**src/rtl/pwc_pkg.sv**
```systemverilog
package pwc_pkg;

  // Word store geometry
  localparam int MAX_WORD   = 64;
  localparam int ADDR_W     = $clog2(MAX_WORD);
  localparam int LEN_W      = ADDR_W + 1;

  // Count and field widths
  localparam int COUNT_BITS = 32;
  localparam int BYTE_W     = 8;
  localparam int CFG_IDX_W  = 2;
  localparam int CFG_DATA_W = 7;

  localparam logic [CFG_DATA_W-1:0] MIN_LEN_RESET = 7'd2;
  localparam logic [COUNT_BITS-1:0] COUNT_MAX     = '1;

  // ASCII codes used by the tokenizer
  localparam logic [BYTE_W-1:0] CH_UPPER_A = 8'd65;
  localparam logic [BYTE_W-1:0] CH_UPPER_Z = 8'd90;
  localparam logic [BYTE_W-1:0] CASE_DELTA = 8'd32;

  typedef enum logic [CFG_IDX_W-1:0] {
    CFG_MIN_LENGTH      = 2'd0,
    CFG_LENGTH_CHECK_ON = 2'd1
  } cfg_reg_t;

  typedef enum logic [1:0] {
    ST_IDLE,
    ST_READ,
    ST_CMP,
    ST_EMIT
  } pwc_state_t;

  // Word separators: space : , ; . - newline tab return # and NUL
  function automatic logic is_delim(input logic [BYTE_W-1:0] b);
    return b inside {8'h20, 8'h3A, 8'h2C, 8'h3B, 8'h2E, 8'h2D,
                     8'h0A, 8'h09, 8'h0D, 8'h23, 8'h00};
  endfunction

  // Fold A-Z to lower case, leave everything else alone
  function automatic logic [BYTE_W-1:0] fold_lower(input logic [BYTE_W-1:0] b);
    if (b >= CH_UPPER_A && b <= CH_UPPER_Z) begin
      return b + CASE_DELTA;
    end
    return b;
  endfunction

endpackage

```
**src/rtl/pwc_in_if.sv**
```systemverilog
interface pwc_in_if import pwc_pkg::*; ();
  logic              valid;
  logic              ready;
  logic [BYTE_W-1:0] text_byte;
  logic              end_of_text;

  modport source (output valid, output text_byte, output end_of_text, input ready);
  modport sink   (input valid, input text_byte, input end_of_text, output ready);
endinterface

```
**src/rtl/pwc_out_if.sv**
```systemverilog
interface pwc_out_if import pwc_pkg::*; ();
  logic                  valid;
  logic                  ready;
  logic                  word_done;
  logic                  word_counted;
  logic [COUNT_BITS-1:0] palindrome_count;

  modport source (output valid, output word_done, output word_counted,
                  output palindrome_count, input ready);
  modport sink   (input valid, input word_done, input word_counted,
                  input palindrome_count, output ready);
endinterface

```
**src/rtl/palindrome_word_counter_unit.sv**
```systemverilog
// Palindrome word counter: takes one text byte per input beat, splits the
// stream into words at space : , ; . - newline tab return # and NUL, folds
// A-Z to lower case and counts mirror palindromes longer than min_length
// (or any palindrome when length_check_on is 0); words over 64 bytes never
// count and the count saturates. Every input beat gives exactly one result
// beat. The compare walk reads both ends of the word from a dual-read store
// and checks one byte pair at a time on a single comparator, stopping at the
// first mismatch. Input is not ready while a word is checked or a result is
// being handed over.
module palindrome_word_counter_unit import pwc_pkg::*; (
  input  logic                  clk,
  input  logic                  rst_n,
  pwc_in_if.sink                in_ch,
  pwc_out_if.source             out_ch,
  input  logic                  cfg_we,
  input  logic [CFG_IDX_W-1:0]  cfg_index,
  input  logic [CFG_DATA_W-1:0] cfg_wdata
);

  pwc_state_t state_r, state_nxt;

  logic [CFG_DATA_W-1:0] min_len_r;
  logic                  len_chk_r;

  logic [LEN_W-1:0]      len_r;
  logic                  ovf_r;
  logic                  done_r;
  logic                  match_r;
  logic [ADDR_W-1:0]     lo_r;
  logic [ADDR_W-1:0]     hi_r;
  logic [COUNT_BITS-1:0] total_r;

  logic                  out_valid_r;
  logic                  out_done_r;
  logic                  out_counted_r;
  logic [COUNT_BITS-1:0] out_count_r;

  logic                  in_fire;
  logic                  byte_delim;
  logic [BYTE_W-1:0]     byte_folded;
  logic                  room;
  logic                  wr_en;
  logic [LEN_W-1:0]      len_acc;
  logic                  ovf_acc;
  logic                  close_acc;
  logic                  walk_acc;
  logic [LEN_W-1:0]      hi_start;
  logic [BYTE_W-1:0]     rd_a;
  logic [BYTE_W-1:0]     rd_b;
  logic                  pair_eq;
  logic [LEN_W-1:0]      lo_inc;
  logic [LEN_W-1:0]      hi_dec;
  logic                  walk_more;
  logic                  out_free;
  logic                  load_out;
  logic                  counted;
  logic [COUNT_BITS-1:0] total_nxt;

  // Tokenize the incoming byte
  always_comb begin
    byte_delim  = is_delim(in_ch.text_byte);
    byte_folded = fold_lower(in_ch.text_byte);
    room        = (len_r < LEN_W'(MAX_WORD));
    len_acc     = len_r;
    ovf_acc     = ovf_r;
    if (!byte_delim) begin
      if (room) begin
        len_acc = len_r + LEN_W'(1);
      end else begin
        ovf_acc = 1'b1;
      end
    end
    close_acc = (byte_delim || in_ch.end_of_text) && (len_acc != '0 || ovf_acc);
    walk_acc  = close_acc && !ovf_acc && (len_acc > LEN_W'(1));
    hi_start  = len_acc - LEN_W'(1);
  end

  // Compare unit and walk bounds
  always_comb begin
    pair_eq   = (rd_a == rd_b);
    lo_inc    = {1'b0, lo_r} + LEN_W'(1);
    hi_dec    = {1'b0, hi_r} - LEN_W'(1);
    walk_more = pair_eq && (lo_inc < hi_dec);
  end

  // Decide and apply the count for a closed word
  always_comb begin
    counted   = done_r && match_r && !ovf_r &&
                (!len_chk_r || (len_r > LEN_W'(min_len_r)));
    total_nxt = total_r;
    if (counted && total_r != COUNT_MAX) begin
      total_nxt = total_r + COUNT_BITS'(1);
    end
  end

  // Next state
  always_comb begin
    state_nxt = state_r;
    case (state_r)
      ST_IDLE: begin
        if (in_fire) begin
          state_nxt = walk_acc ? ST_READ : ST_EMIT;
        end
      end
      ST_READ: state_nxt = ST_CMP;
      ST_CMP:  state_nxt = walk_more ? ST_READ : ST_EMIT;
      ST_EMIT: begin
        if (out_free) begin
          state_nxt = ST_IDLE;
        end
      end
      default: state_nxt = ST_IDLE;
    endcase
  end

  // Control outputs
  always_comb begin
    out_free    = !out_valid_r || out_ch.ready;
    in_ch.ready = (state_r == ST_IDLE);
    load_out    = (state_r == ST_EMIT) && out_free;
    in_fire     = in_ch.valid && in_ch.ready;
    wr_en       = in_fire && !byte_delim && room;
  end

  // Hold the current word
  pwc_word_store u_store (
    .clk       (clk),
    .wr_en     (wr_en),
    .wr_addr   (len_r[ADDR_W-1:0]),
    .wr_data   (byte_folded),
    .rd_addr_a (lo_r),
    .rd_addr_b (hi_r),
    .rd_data_a (rd_a),
    .rd_data_b (rd_b)
  );

  // Configuration registers
  always_ff @(posedge clk) begin
    if (!rst_n) begin
      min_len_r <= MIN_LEN_RESET;
      len_chk_r <= 1'b1;
    end else if (cfg_we) begin
      case (cfg_reg_t'(cfg_index))
        CFG_MIN_LENGTH:      min_len_r <= cfg_wdata;
        CFG_LENGTH_CHECK_ON: len_chk_r <= cfg_wdata[0];
        default: ;
      endcase
    end
  end

  // Sequencer state and word control
  always_ff @(posedge clk) begin
    if (!rst_n) begin
      state_r <= ST_IDLE;
      len_r   <= '0;
      ovf_r   <= 1'b0;
      total_r <= '0;
    end else begin
      state_r <= state_nxt;
      if (in_fire) begin
        len_r <= len_acc;
        ovf_r <= ovf_acc;
      end else if (load_out) begin
        total_r <= total_nxt;
        // drop the closed word
        if (done_r) begin
          len_r <= '0;
          ovf_r <= 1'b0;
        end
      end
    end
  end

  // Walk pointers and match flag
  always_ff @(posedge clk) begin
    if (in_fire) begin
      done_r  <= close_acc;
      match_r <= 1'b1;
      lo_r    <= '0;
      hi_r    <= hi_start[ADDR_W-1:0];
    end else if (state_r == ST_CMP) begin
      if (!pair_eq) begin
        match_r <= 1'b0;
      end
      lo_r <= lo_inc[ADDR_W-1:0];
      hi_r <= hi_dec[ADDR_W-1:0];
    end
  end

  // Result register: hold until the sink takes the beat
  always_ff @(posedge clk) begin
    if (!rst_n) begin
      out_valid_r <= 1'b0;
    end else if (load_out) begin
      out_valid_r <= 1'b1;
    end else if (out_ch.ready) begin
      out_valid_r <= 1'b0;
    end
  end

  always_ff @(posedge clk) begin
    if (load_out) begin
      out_done_r    <= done_r;
      out_counted_r <= counted;
      out_count_r   <= total_nxt;
    end
  end

  assign out_ch.valid            = out_valid_r;
  assign out_ch.word_done        = out_done_r;
  assign out_ch.word_counted     = out_counted_r;
  assign out_ch.palindrome_count = out_count_r;

endmodule

```
**src/rtl/pwc_word_store.sv**
```systemverilog
module pwc_word_store import pwc_pkg::*; (
  input  logic              clk,
  input  logic              wr_en,
  input  logic [ADDR_W-1:0] wr_addr,
  input  logic [BYTE_W-1:0] wr_data,
  input  logic [ADDR_W-1:0] rd_addr_a,
  input  logic [ADDR_W-1:0] rd_addr_b,
  output logic [BYTE_W-1:0] rd_data_a,
  output logic [BYTE_W-1:0] rd_data_b
);

  logic [BYTE_W-1:0] mem [MAX_WORD];

  // Write one byte of the current word
  always_ff @(posedge clk) begin
    if (wr_en) begin
      mem[wr_addr] <= wr_data;
    end
  end

  // Registered read of both ends of the compare window
  always_ff @(posedge clk) begin
    rd_data_a <= mem[rd_addr_a];
    rd_data_b <= mem[rd_addr_b];
  end

endmodule

```
**src/flat_wrapper.sv**
```systemverilog
// flat-port wrapper written by rule: the top's interface ports become plain ports
module palindrome_word_counter_unit_flat import pwc_pkg::*;
  (clk, rst_n, cfg_we, cfg_index, cfg_wdata, in_ch_valid, in_ch_text_byte, in_ch_end_of_text, in_ch_ready, out_ch_valid, out_ch_word_done, out_ch_word_counted, out_ch_palindrome_count, out_ch_ready);
  pwc_in_if in_ch_i ();
  pwc_out_if out_ch_i ();
  input  logic clk;
  input  logic rst_n;
  input  logic cfg_we;
  input  logic [CFG_IDX_W-1:0] cfg_index;
  input  logic [CFG_DATA_W-1:0] cfg_wdata;
  input wire logic [$bits(in_ch_i.valid)-1:0] in_ch_valid;
  input wire logic [$bits(in_ch_i.text_byte)-1:0] in_ch_text_byte;
  input wire logic [$bits(in_ch_i.end_of_text)-1:0] in_ch_end_of_text;
  output wire logic [$bits(in_ch_i.ready)-1:0] in_ch_ready;
  output wire logic [$bits(out_ch_i.valid)-1:0] out_ch_valid;
  output wire logic [$bits(out_ch_i.word_done)-1:0] out_ch_word_done;
  output wire logic [$bits(out_ch_i.word_counted)-1:0] out_ch_word_counted;
  output wire logic [$bits(out_ch_i.palindrome_count)-1:0] out_ch_palindrome_count;
  input wire logic [$bits(out_ch_i.ready)-1:0] out_ch_ready;
  assign in_ch_i.valid = in_ch_valid;
  assign in_ch_i.text_byte = in_ch_text_byte;
  assign in_ch_i.end_of_text = in_ch_end_of_text;
  assign in_ch_ready = in_ch_i.ready;
  assign out_ch_valid = out_ch_i.valid;
  assign out_ch_word_done = out_ch_i.word_done;
  assign out_ch_word_counted = out_ch_i.word_counted;
  assign out_ch_palindrome_count = out_ch_i.palindrome_count;
  assign out_ch_i.ready = out_ch_ready;
  palindrome_word_counter_unit u_core (.clk(clk), .rst_n(rst_n), .in_ch(in_ch_i), .out_ch(out_ch_i), .cfg_we(cfg_we), .cfg_index(cfg_index), .cfg_wdata(cfg_wdata));
endmodule
```
**config.mk**
```make
export PLATFORM = sky130hd
export DESIGN_NAME = palindrome_word_counter_unit_flat
export DESIGN_NICKNAME = d
export VERILOG_FILES = /design/src/rtl/pwc_pkg.sv /design/src/rtl/pwc_in_if.sv /design/src/rtl/pwc_out_if.sv /design/src/rtl/palindrome_word_counter_unit.sv /design/src/rtl/pwc_word_store.sv /design/src/flat_wrapper.sv
export SDC_FILE = /design/constraint.sdc
export NUM_CORES = 1
export LEC_CHECK = 0
export BUFFER_PORTS_ARGS = -buffer_cell sky130_fd_sc_hd__buf_2
export CAP_MARGIN = 0
export CORE_ASPECT_RATIO = 0.75
export CORE_MARGIN = 2
export CORE_UTILIZATION = 63
export CTS_BUF_LIST = sky130_fd_sc_hd__clkbuf_4 sky130_fd_sc_hd__clkbuf_8 sky130_fd_sc_hd__clkbuf_16
export DETAILED_ROUTE_END_ITERATION = 12
export PLACE_DENSITY = 0.8
export SYNTH_ARGS = -nofsm -noshare
export SYNTH_HDL_FRONTEND = slang
export SYNTH_HIERARCHICAL = 1
export SYNTH_SLANG_ARGS = --single-unit
```
**constraint.sdc**
```tcl
create_clock -name clk -period 4.3 [get_ports clk]
set_input_delay 0.86 -clock clk [delete_from_list [all_inputs] [get_ports clk]]
set_output_delay 0.86 -clock clk [all_outputs]
set_load 0.02 [all_outputs]
```
## Word-level counts from Yosys, hierarchy flattened

Memory sizes are Yosys's and may differ from the RTL's. A register that Yosys moved wholly into a read port is not among the register bits.
Index checks and enable logic that the tools add are counted.

- Register bits: 99
- Logic and storage cells: 109
- Memories kept: 1
- Memory bits (writable): 512
- Output and inout bits: 36
- Input port bits: 23

Memories:

| name | words | width | read ports | clocked after memory_dff | write ports | RTL line | text |
|---|---|---|---|---|---|---|---|
| u_core.u_store.mem | 64 | 8 | 2 | 2 | 1 | pwc_word_store.sv:12 | `logic [BYTE_W-1:0] mem [MAX_WORD];` |

- Equal/unequal tests: 18
- Add/sub/neg operators: 6
- Multiplexer cells: 25
- Magnitude comparators: 6
- Reductions and logical operators: 37
- Bitwise logic cells: 2

Operators by type and width:

| cell | number |
|---|---|
| 8-bit by 6-bit equality test with 1-bit output, second input constant | 7 |
| 7-bit 2-to-1 mux | 5 |
| 32-bit by 1-bit adder with 32-bit output, second input constant | 1 |
| 32-bit 2-to-1 mux | 1 |
| 32-bit inequality test, second input constant | 1 |
| 8-bit by 4-bit equality test with 1-bit output, second input constant | 3 |
| 8-bit 2-to-1 mux | 2 |
| 1-bit logical AND | 13 |
| 6-bit 2-to-1 mux | 2 |
| 2-bit AND reduction | 6 |
| 11-bit nonzero test | 1 |
| 1-bit 2-to-1 mux | 10 |
| 8-bit by 6-bit adder with 8-bit output, second input constant | 1 |
| 8-bit equality test | 1 |
| 8-bit by 7-bit >= comparator with 1-bit output, second input constant | 1 |
| 8-bit by 7-bit <= comparator with 1-bit output, second input constant | 1 |
| 8-bit logical NOT | 1 |
| 2-bit 2-to-1 mux | 4 |
| 2-bit case mux with 4 select lines | 1 |
| 2-bit nonzero test | 4 |
| 6-bit by 1-bit adder with 7-bit output, second input constant | 1 |
| 7-bit by 1-bit adder with 7-bit output, second input constant | 1 |
| 7-bit by 1-bit greater-than comparator with 1-bit output, second input constant | 1 |
| 7-bit greater-than comparator | 1 |
| 12 further kinds | 24 |

## Longest topological paths before layout

Gate-level depths: netlist of run 1.

- Depth in word-level cells: 11
- Mapped depth: 11
- Mapped depth without buffers: 9

## Modules after synthesis

The synthesis of run 1 kept the hierarchy.

By module, submodules not included:

| module | sequential area each (µm²) | area an instance (µm²) | instances | cells an instance |
|---|---|---|---|---|
| pwc_word_store | 15695.1 | 24274.5 | 1 | 1211 |
| palindrome_word_counter_unit | 2392.3 | 5552.8 | 1 | 611 |

## Worst setup path before layout of run 1

No wires, ideal clock.

- Kind: input to register
- Start: input port in_ch_text_byte[5]
- End: memory u_core.u_store.mem[62][0] (enable)
- Setup slack: 0.838 ns
- Setup time: 0.370 ns
- Cell stages on the path: 8
- Required time: 3.930 ns
- Arrival time: 3.091 ns
- Buffers on the path: 1
- Cell sequence: nand4bb_1 > a311oi_2 > or3_1 > clkbuf_1 > nor3_1 > nor2b_1 > nand3_1 > nor2_1

- Cells in the longest elaborated chain, start to end: 7
- Elaborated cells on any way between the ends: 17
- Classes of those cells: 10 x eq/ne; 2 x mux; 5 x reduce/logical

Ends and longest elaborated chain:

| item | RTL line | text |
|---|---|---|
| from (decl) | flat_wrapper.sv:12 | `input wire logic [$bits(in_ch_i.text_byte)-1:0] in_ch_text_byte;` |
| 8-bit by 6-bit equality test with 1-bit output, or another cell as far along | pwc_pkg.sv:36 | `return b inside {8'h20, 8'h3A, 8'h2C, 8'h3B, 8'h2E, 8'h2D,` |
| 11-bit nonzero test (*) | pwc_pkg.sv:36 |  |
| 1-bit logical NOT (*) | - |  |
| 1-bit logical AND (*) (2 in a row) | palindrome_word_counter_unit.sv:122 | `wr_en = in_fire && !byte_delim && room;` |
| named net u_core.wr_en | palindrome_word_counter_unit.sv:42 | `logic wr_en;` |
| 1-bit 2-to-1 mux (*) | pwc_word_store.sv:16 | `if (wr_en) begin` |
| 1-bit 2-to-1 mux (not written as such) (*) | pwc_word_store.sv:17 | `mem[wr_addr] <= wr_data;` |
| to (decl) | pwc_word_store.sv:12 |  |

The timed path passes the listed nets; every way through them passes the cells marked *.

## Final worst setup path of run 1

- Start: input port in_ch_text_byte[1]
- End: memory u_core.u_store.mem[42][3] (enable)

The elaborated chain is that of the path after synthesis.

==> impl_metrics.csv, run 1 <==
group,metric,value,unit
detailed_routing,routed_via_density,7.299,
sta,fin_crit,3.762,ns
place,gp_congestion,0.9860,
sta,slew-limit-headroom,0.08381,
logic_synthesis,synthTopCellsByArea,"edfxtp_1 56%, mux4_2 20%, dfxtp_1 5.0%",
logic_synthesis,syn_area,29830,um2
clocking,clk_path_buf_depth,3,
detailed_routing,drt_iter0_drc,2817,
floorplanning,num_io_pins,59,
detailed_routing,routed_wl,81.34,mm
clocking,ctsResizeCount,0,
hold_path,min_path_type,"in2reg",
detailed_routing,drtPass1Iterations,6,
worst_setup_path,end_kind,"flip-flop",
logic_synthesis,synth_top_family_by_area,"multiplexers",
layout,fin_cells,2581,
layout,utilization,0.7027,
pwr,worst_ir_drop_vdd,0.4001,mV
clocking,post-cts-setup-buffer-count,0,
place,portBuffers,58,
flow_run,maxCapViolations,0,
floorplanning,core_area,47050,um2
sta,worst_pin_slew,1.374,ns
grt,grtUsageTotal,0.3410,
sta,hold_viol_final,0,
logic_synthesis,yosysTopAreaCellShare,0.5567,
sta,slew_viol_final,0,
logic_synthesis,synth_compound_area_frac,0.04266,
worst_setup_path,worst-path-max-fanout,8,
detailed_routing,vias,18840,
sta,rsz0062_at_grt,"no",
logic_synthesis,synthFlopType,"edfxtp_1",
floorplanning,die_x,255.3,um
worst_setup_path,worstSetupStartpoint,"in_ch_text_byte[1]",
logic_synthesis,syn-num-nets,1864,
worst_setup_path,critPathArrivalTime,4.01,ns
place,dp_cells,2475,
layout,fin_nets,1938,
floorplanning,die_h,192.4,um
grt,overflow,0,
floorplanning,rows,69,
logic_synthesis,synth_top_cell_by_area,"edfxtp_1",
clocking,clk_latency,0.63,ns
logic_synthesis,yosysWarnings,6,
logic_synthesis,synth-simple-area-share,0.06951,
hold_path,hp-start,"cfg_wdata[5]",
floorplanning,initial_core_util,0.6339,
worst_setup_path,worstSetupPathType,"in2reg",
clocking,numCtsBuffers,58,
layout,syn_to_final_growth,10.84,%
detailed_routing,routedWlPerCell,31.52,um
sta,clock_skew,0.01635,ns
detailed_routing,drc,0,
sta,finalSetupViolCount,0,
logic_synthesis,netlist_instances,1822,
sta,layout_setup_ws,0.5377,ns
logic_synthesis,synth_edf_count,553,
logic_synthesis,postSynthAreaPerCell,16.37,um2
place,post-place-ws,0.1209,ns
logic_synthesis,ys_types,71,
worst_setup_path,cp-start-kind,"input pin",
grt,grt_pass1_wl,119.6,mm
clocking,cts_root_buf,"clkbuf_16",
worst_setup_path,r2r_start,"u_core/len_r[0]$_SDFFE_PN0P_",
grt,grt_pass1_vias,18020,
logic_synthesis,yosys.area_share.adder,0.007970,
grt,antenna_found_initial,4,
clocking,clkSlewWorstSetupHoldPaths,0.06,ns
worst_setup_path,crit_required,4.55,ns
sta,tns,0,ns
logic_synthesis,yosys_register_bits,627,
outcome,outcome,"completed",
logic_synthesis,synth.most_common_cell,"edfxtp_1",
logic_synthesis,synth_common_cells,"553 x edfxtp_1, 270 x mux4_2, 140 x nor2_1",
pwr,powerDensity,554.1,nW/um2
grt,grt_start_max_net_pins,66,
pwr,power.leakage,10.71,nW
sta,maxClockFrequency,0.2658,GHz
detailed_routing,ant_nets,0,
place,place_hpwl,53.20,mm
logic_synthesis,synth_xor_area_frac,0.01938,
floorplanning,dieArea,49120,um2
logic_synthesis,async_reset_ff_frac,0,
clocking,cts_tree,"built",
logic_synthesis,synthMuxAreaShare,0.2311,
clocking,clock_sinks,627,
clocking,ctsHoldBuffers,0,
layout,drive_gt1_frac,0.2686,
clocking,cts-htree-levels,2,
sta,finalCritPeriodShare,0.8750,
logic_synthesis,ys_seq_area_frac,0.6064,
==> layout by cell type, fill, tap and decap left out, types with 56 or more instances in the layout <==
| cell | instances |
|---|---|
| buf_2 | 58 |
| buf_4 | 70 |
| clkbuf_16 | 59 |
| dfxtp_1 | 71 |
| edfxtp_1 | 553 |
| mux2i_1 | 79 |
| mux4_2 | 270 |
| nand2_1 | 88 |
| nand3_1 | 56 |
| nor2_1 | 140 |
==> final timing paths <==
path                            slack [ns]                             endpoint  depth (start not counted)
worst max-delay path                  0.54  u_core/u_store/mem[42][3]$_DFFE_PP_                          8
worst min-delay path                  0.47     u_core/min_len_r[5]$_SDFFE_PN0P_                          3
worst max register to register        0.78      u_core/total_r[15]$_SDFFE_PN0P_                         10
worst min register to register        0.50      u_core/total_r[22]$_SDFFE_PN0P_                          2
==> critical path: stages <==
cell and delay, ns:
buf_2 0.27, or3_1 0.18, a311oi_2 0.14, or3_1 0.52
nor3_1 0.34, nor2b_1 0.32, nand2_1 0.56, nor2_1 0.79
==> sequential cells by signal, summed over array words and instances (netlist names) <==
name and cells:
u_core/total_r 32, u_core/u_store/rd_data_a 8, u_core/lo_r 6, u_core/min_len_r 7, u_core/len_chk_r 1, u_core/out_ch.word_done 1
u_core/out_ch.word_counted 1, u_core/out_ch.palindrome_count 32, u_core/out_ch.valid 1, u_core/match_r 1, u_core/hi_r 6, u_core/ovf_r 1
u_core/len_r 7, u_core/state_r 2, u_core/done_r 1, u_core/u_store/rd_data_b 8, u_core/u_store/mem 512
==> where the power goes <==
part           internal (W)  switching, W  total, W
Clock               0.00318       0.00225   0.00543
Combinational       0.00262       0.00303   0.00566
Sequential          0.00682      0.000413   0.00723
Total                0.0126       0.00570    0.0183
==> layer usage <==
metal | share of wire | global-route usage
met5 | 0 | 0
met4 | 0.030 | 0.1048
met3 | 0.16 | 0.1082
met2 | 0.44 | 0.4864
met1 | 0.37 | 0.5088
==> metrics by stage <==
step	total power, W	hold slack, ns	instance area (um2)
after floorplan	0.01105	0.4658	29830
after global placement	0.01268	0.4801	31070
after detailed placement	0.01279	0.4850	31070
after CTS	0.01818	0.4676	33060
after global routing	0.01878	0.4781	33060
final	0.01832	0.4732	33060
==> cell type report <==
| class | count | area (um2) |
|---|---|---|
| Sequential cell | 627 | 18100 |
| Fill cell | 2915 | 13990 |
| Multi-Input combinational cell | 1049 | 11060 |
| Clock buffer | 69 | 1570 |
| Timing Repair Buffer | 139 | 1036 |
| Tap cell | 639 | 799.5 |
| Clock inverter | 35 | 415.4 |
| Inverter | 21 | 78.83 |
| Antenna cell | 2 | 5.005 |
==> cells by family (layout without fill, tap and decap cells) <==
logic type / Yosys count / after routing
AO/OA/AOI/OAI: 187 / 187
XOR/XNOR: 66 / 66
adder cells (fa/ha/maj): 19 / 19
buffers and inverters: 146 / 264
flip-flops: 627 / 627
multiplexers: 351 / 351
other: 0 / 2
AND/OR/NAND/NOR: 426 / 426
Note: power is estimated with default switching activity, not from simulation.
==> run 2: changes to the inputs <==
Settings changed: SLEW_MARGIN set to 20.
Clock period 4.3 ns to 3.5 ns, I/O delays scaled along.
==> run 2 against run 1 <==
Count of clock-buffer cells in the layout is 15 higher. Largest power group unchanged. Clock skew rose by 0.0011 ns. Combinational power increased by 24%. Via count rose by 0.45%. Register-to-register slack got worse by 0.50 ns. Largest cell class unchanged. Worst setup slack worse by 0.26 ns. Die area is the same. Global-route usage up 0.32 points. Critical endpoint is now u_core/total_r[31]$_SDFFE_PN0P_.
==> impl_metrics.csv, run 2 (same netlist as run 1, synthesis figures left out) <==
group,metric,value,unit
place,portBuffers,58,
worst_setup_path,crit_required,4.04,ns
grt,grt_pass1_vias,18910,
sta,tns,0,ns
grt,grt_start_max_net_pins,65,
detailed_routing,routed_wl,81.19,mm
grt,grtUsageTotal,0.3442,
sta,slew-limit-headroom,0.3413,
floorplanning,num_io_pins,59,
hold_path,hp-start,"cfg_wdata[2]",
floorplanning,dieArea,49120,um2
clocking,clk_path_buf_depth,3,
pwr,power.leakage,11.15,nW
detailed_routing,drt_iter0_drc,2634,
hold_path,min_path_type,"in2reg",
clocking,clkSlewWorstSetupHoldPaths,0.06,ns
pwr,powerDensity,671.6,nW/um2
worst_setup_path,cp-start-kind,"flip-flop",
hold_path,whs_endpoint,"u_core/min_len_r[2]$_SDFFE_PN0P_",
layout,drive_gt1_frac,0.2982,
sta,finalCritPeriodShare,0.9193,
grt,antenna_found_initial,6,
pwr,p_switching,0.006956,W
worst_setup_path,path_cells,"inv_1 -> ha_1 -> nor2b_1 -> o21a_1 -> o21bai_1 -> a41oi_1 -> buf_4 -> nand4_1 -> or4_1 -> a21oi_1",
grt,grt_pass1_wl,120.6,mm
layout,final_common_cell,"edfxtp_1",
floorplanning,die_x,255.3,um
clocking,ctsResizeCount,0,
worst_setup_path,end_kind,"flip-flop",
clocking,cts_tree,"built",
sta,rsz0062_at_grt,"no",
floorplanning,rows,69,
place,place_hpwl,54.26,mm
floorplanning,core_area,47050,um2
sta,hold_viol_final,0,
layout,layout.area.seq,18100,um2
worst_setup_path,worst-path-max-fanout,15,
clocking,clk_latency,0.63,ns
worst_setup_path,crit_family,"simple AND/OR/NAND/NOR gates",
sta,worst_pin_slew,0.9860,ns
sta,hold_slack,0.3222,ns
detailed_routing,drtPass1Iterations,6,
layout,multi_input_area,11060,um2
detailed_routing,drc,0,
layout,fill_cells,2768,
layout,final_cell_mix,"553 x edfxtp_1, 270 x mux4_2, 140 x nor2_1",
layout,top_register,"u_core/u_store/mem",
detailed_routing,vias,18920,
sta,clock_skew,0.01747,ns
layout,fin_nets,2007,
floorplanning,die_h,192.4,um
sta,fin_crit,3.217,ns
sta,maxClockFrequency,0.3108,GHz
layout,largest_reg_flops,512,
sta,finalSetupViolCount,0,
place,gp_congestion,0.9324,
worst_setup_path,critPathArrivalTime,3.76,ns
hold_path,whs_path_depth,3,
detailed_routing,ant_nets,0,
grt,overflow,0,
clocking,numCtsBuffers,58,
flow_run,maxCapViolations,0,
sta,slew_viol_final,0,
worst_setup_path,setup.reg_to_reg.worst_slack,0.28,ns
worst_setup_path,critPathMaxStageDelay,0.70,ns
pwr,switching_share,0.3074,
worst_setup_path,worstSetupPathType,"reg2reg",
clocking,post-cts-setup-buffer-count,0,
worst_setup_path,worstSetupStartpoint,"u_core/len_r[0]$_SDFFE_PN0P_",
layout,syn_to_final_growth,12.97,%
pwr,p_int,0.01567,W
detailed_routing,routedWlPerCell,30.60,um
clocking,cts-htree-levels,2,
clocking,clock_sinks,627,
worst_setup_path,r2r_cells,10,
clocking,ctsHoldBuffers,0,
pwr,power_frac_clock,0.302,
pwr,seq_power_share,0.387,
worst_setup_path,path_buf_inv,2,
worst_setup_path,r2r_start,"u_core/len_r[0]$_SDFFE_PN0P_",
worst_setup_path,cpMaxStageDelayCell,"dfxtp_1",
pwr,combPwrFrac,0.311,
clocking,cts_root_buf,"clkbuf_16",
floorplanning,initial_core_util,0.6339,
pwr,worst_ir_drop_vdd,0.5372,mV
worst_setup_path,r2r_end,"u_core/total_r[31]$_SDFFE_PN0P_",
outcome,outcome,"completed",
detailed_routing,routed_via_density,7.133,
==> run 2: worst max-delay path by stage <==
stage / end / slack (ns) / depth (start not counted)
floorplan: u_core/u_store/mem[62][0]$_DFFE_PP_ / 0.20 / 8
finish: u_core/total_r[31]$_SDFFE_PN0P_ / 0.28 / 10
detailed placement: u_core/u_store/mem[32][6]$_DFFE_PP_ / 0.01 / 10
global placement: u_core/u_store/mem[14][5]$_DFFE_PP_ / 0.06 / 10
global route: u_core/total_r[31]$_SDFFE_PN0P_ / 0.07 / 10
CTS: u_core/total_r[31]$_SDFFE_PN0P_ / 0.35 / 10
==> run 2: metrics by stage <==
| stage | setup slack [ns] | cells | instance area, um2 | utilization | power (W) |
|---|---|---|---|---|---|
| 2_1_floorplan | 0.1985 | 1822 | 29830 | - | 0.01357 |
| 3_3_place_gp | 0.05653 | 2544 | 31600 | 0.6716 | 0.01558 |
| 3_5_place_dp | 0.01217 | 2544 | 31600 | 0.6716 | 0.01572 |
| 4_1_cts | 0.3516 | 2651 | 33690 | 0.7160 | 0.02250 |
| 5_1_grt | 0.06991 | 2651 | 33690 | 0.7160 | 0.02330 |
| 6_report | 0.2825 | 2653 | 33690 | 0.7161 | 0.02263 |
==> run 2: per-layer routing <==
layer | GRT usage | vias up | share of wire
met1 | 0.4740 | 9481 | 0.36
met5 | 0.02959 | - | 0.0024
li1 | - | 7694 | -
met2 | 0.4983 | 1513 | 0.44
met4 | 0.1084 | 10 | 0.033
met3 | 0.1493 | 226 | 0.16
==> run 2: final cells by class <==
cell class,count,share of cell area
Sequential cell,627,0.5371
Antenna cell,2,0.0001485
Multi-Input combinational cell,1049,0.3282
Clock inverter,23,0.007761
Tap cell,639,0.02373
Inverter,21,0.002339
Clock buffer,84,0.05421
Timing Repair Buffer,208,0.04649
==> run 2: worst register-to-register path: cells and delay by family (launching register included) <==
family,cells,cell delay (ns)
adders and majority gates,1,0.23
and+or+nand+nor,3,1.23
DFF,1,0.70
buffers and inverters,2,0.45
AOI/OAI and AO/OA,4,0.53
==> run 2: power by group through the flow <==
| stage | Clock [W] | Sequential [W] | Combinational, W |
|---|---|---|---|
| after CTS | 0.00687 | 0.00875 | 0.00688 |
| after floorplan | 0 | 0.00864 | 0.00493 |
| after global placement | 0 | 0.00890 | 0.00668 |
| after global routing | 0.00716 | 0.00878 | 0.00735 |
| final | 0.00682 | 0.00876 | 0.00704 |
| after detailed placement | 0 | 0.00890 | 0.00681 |
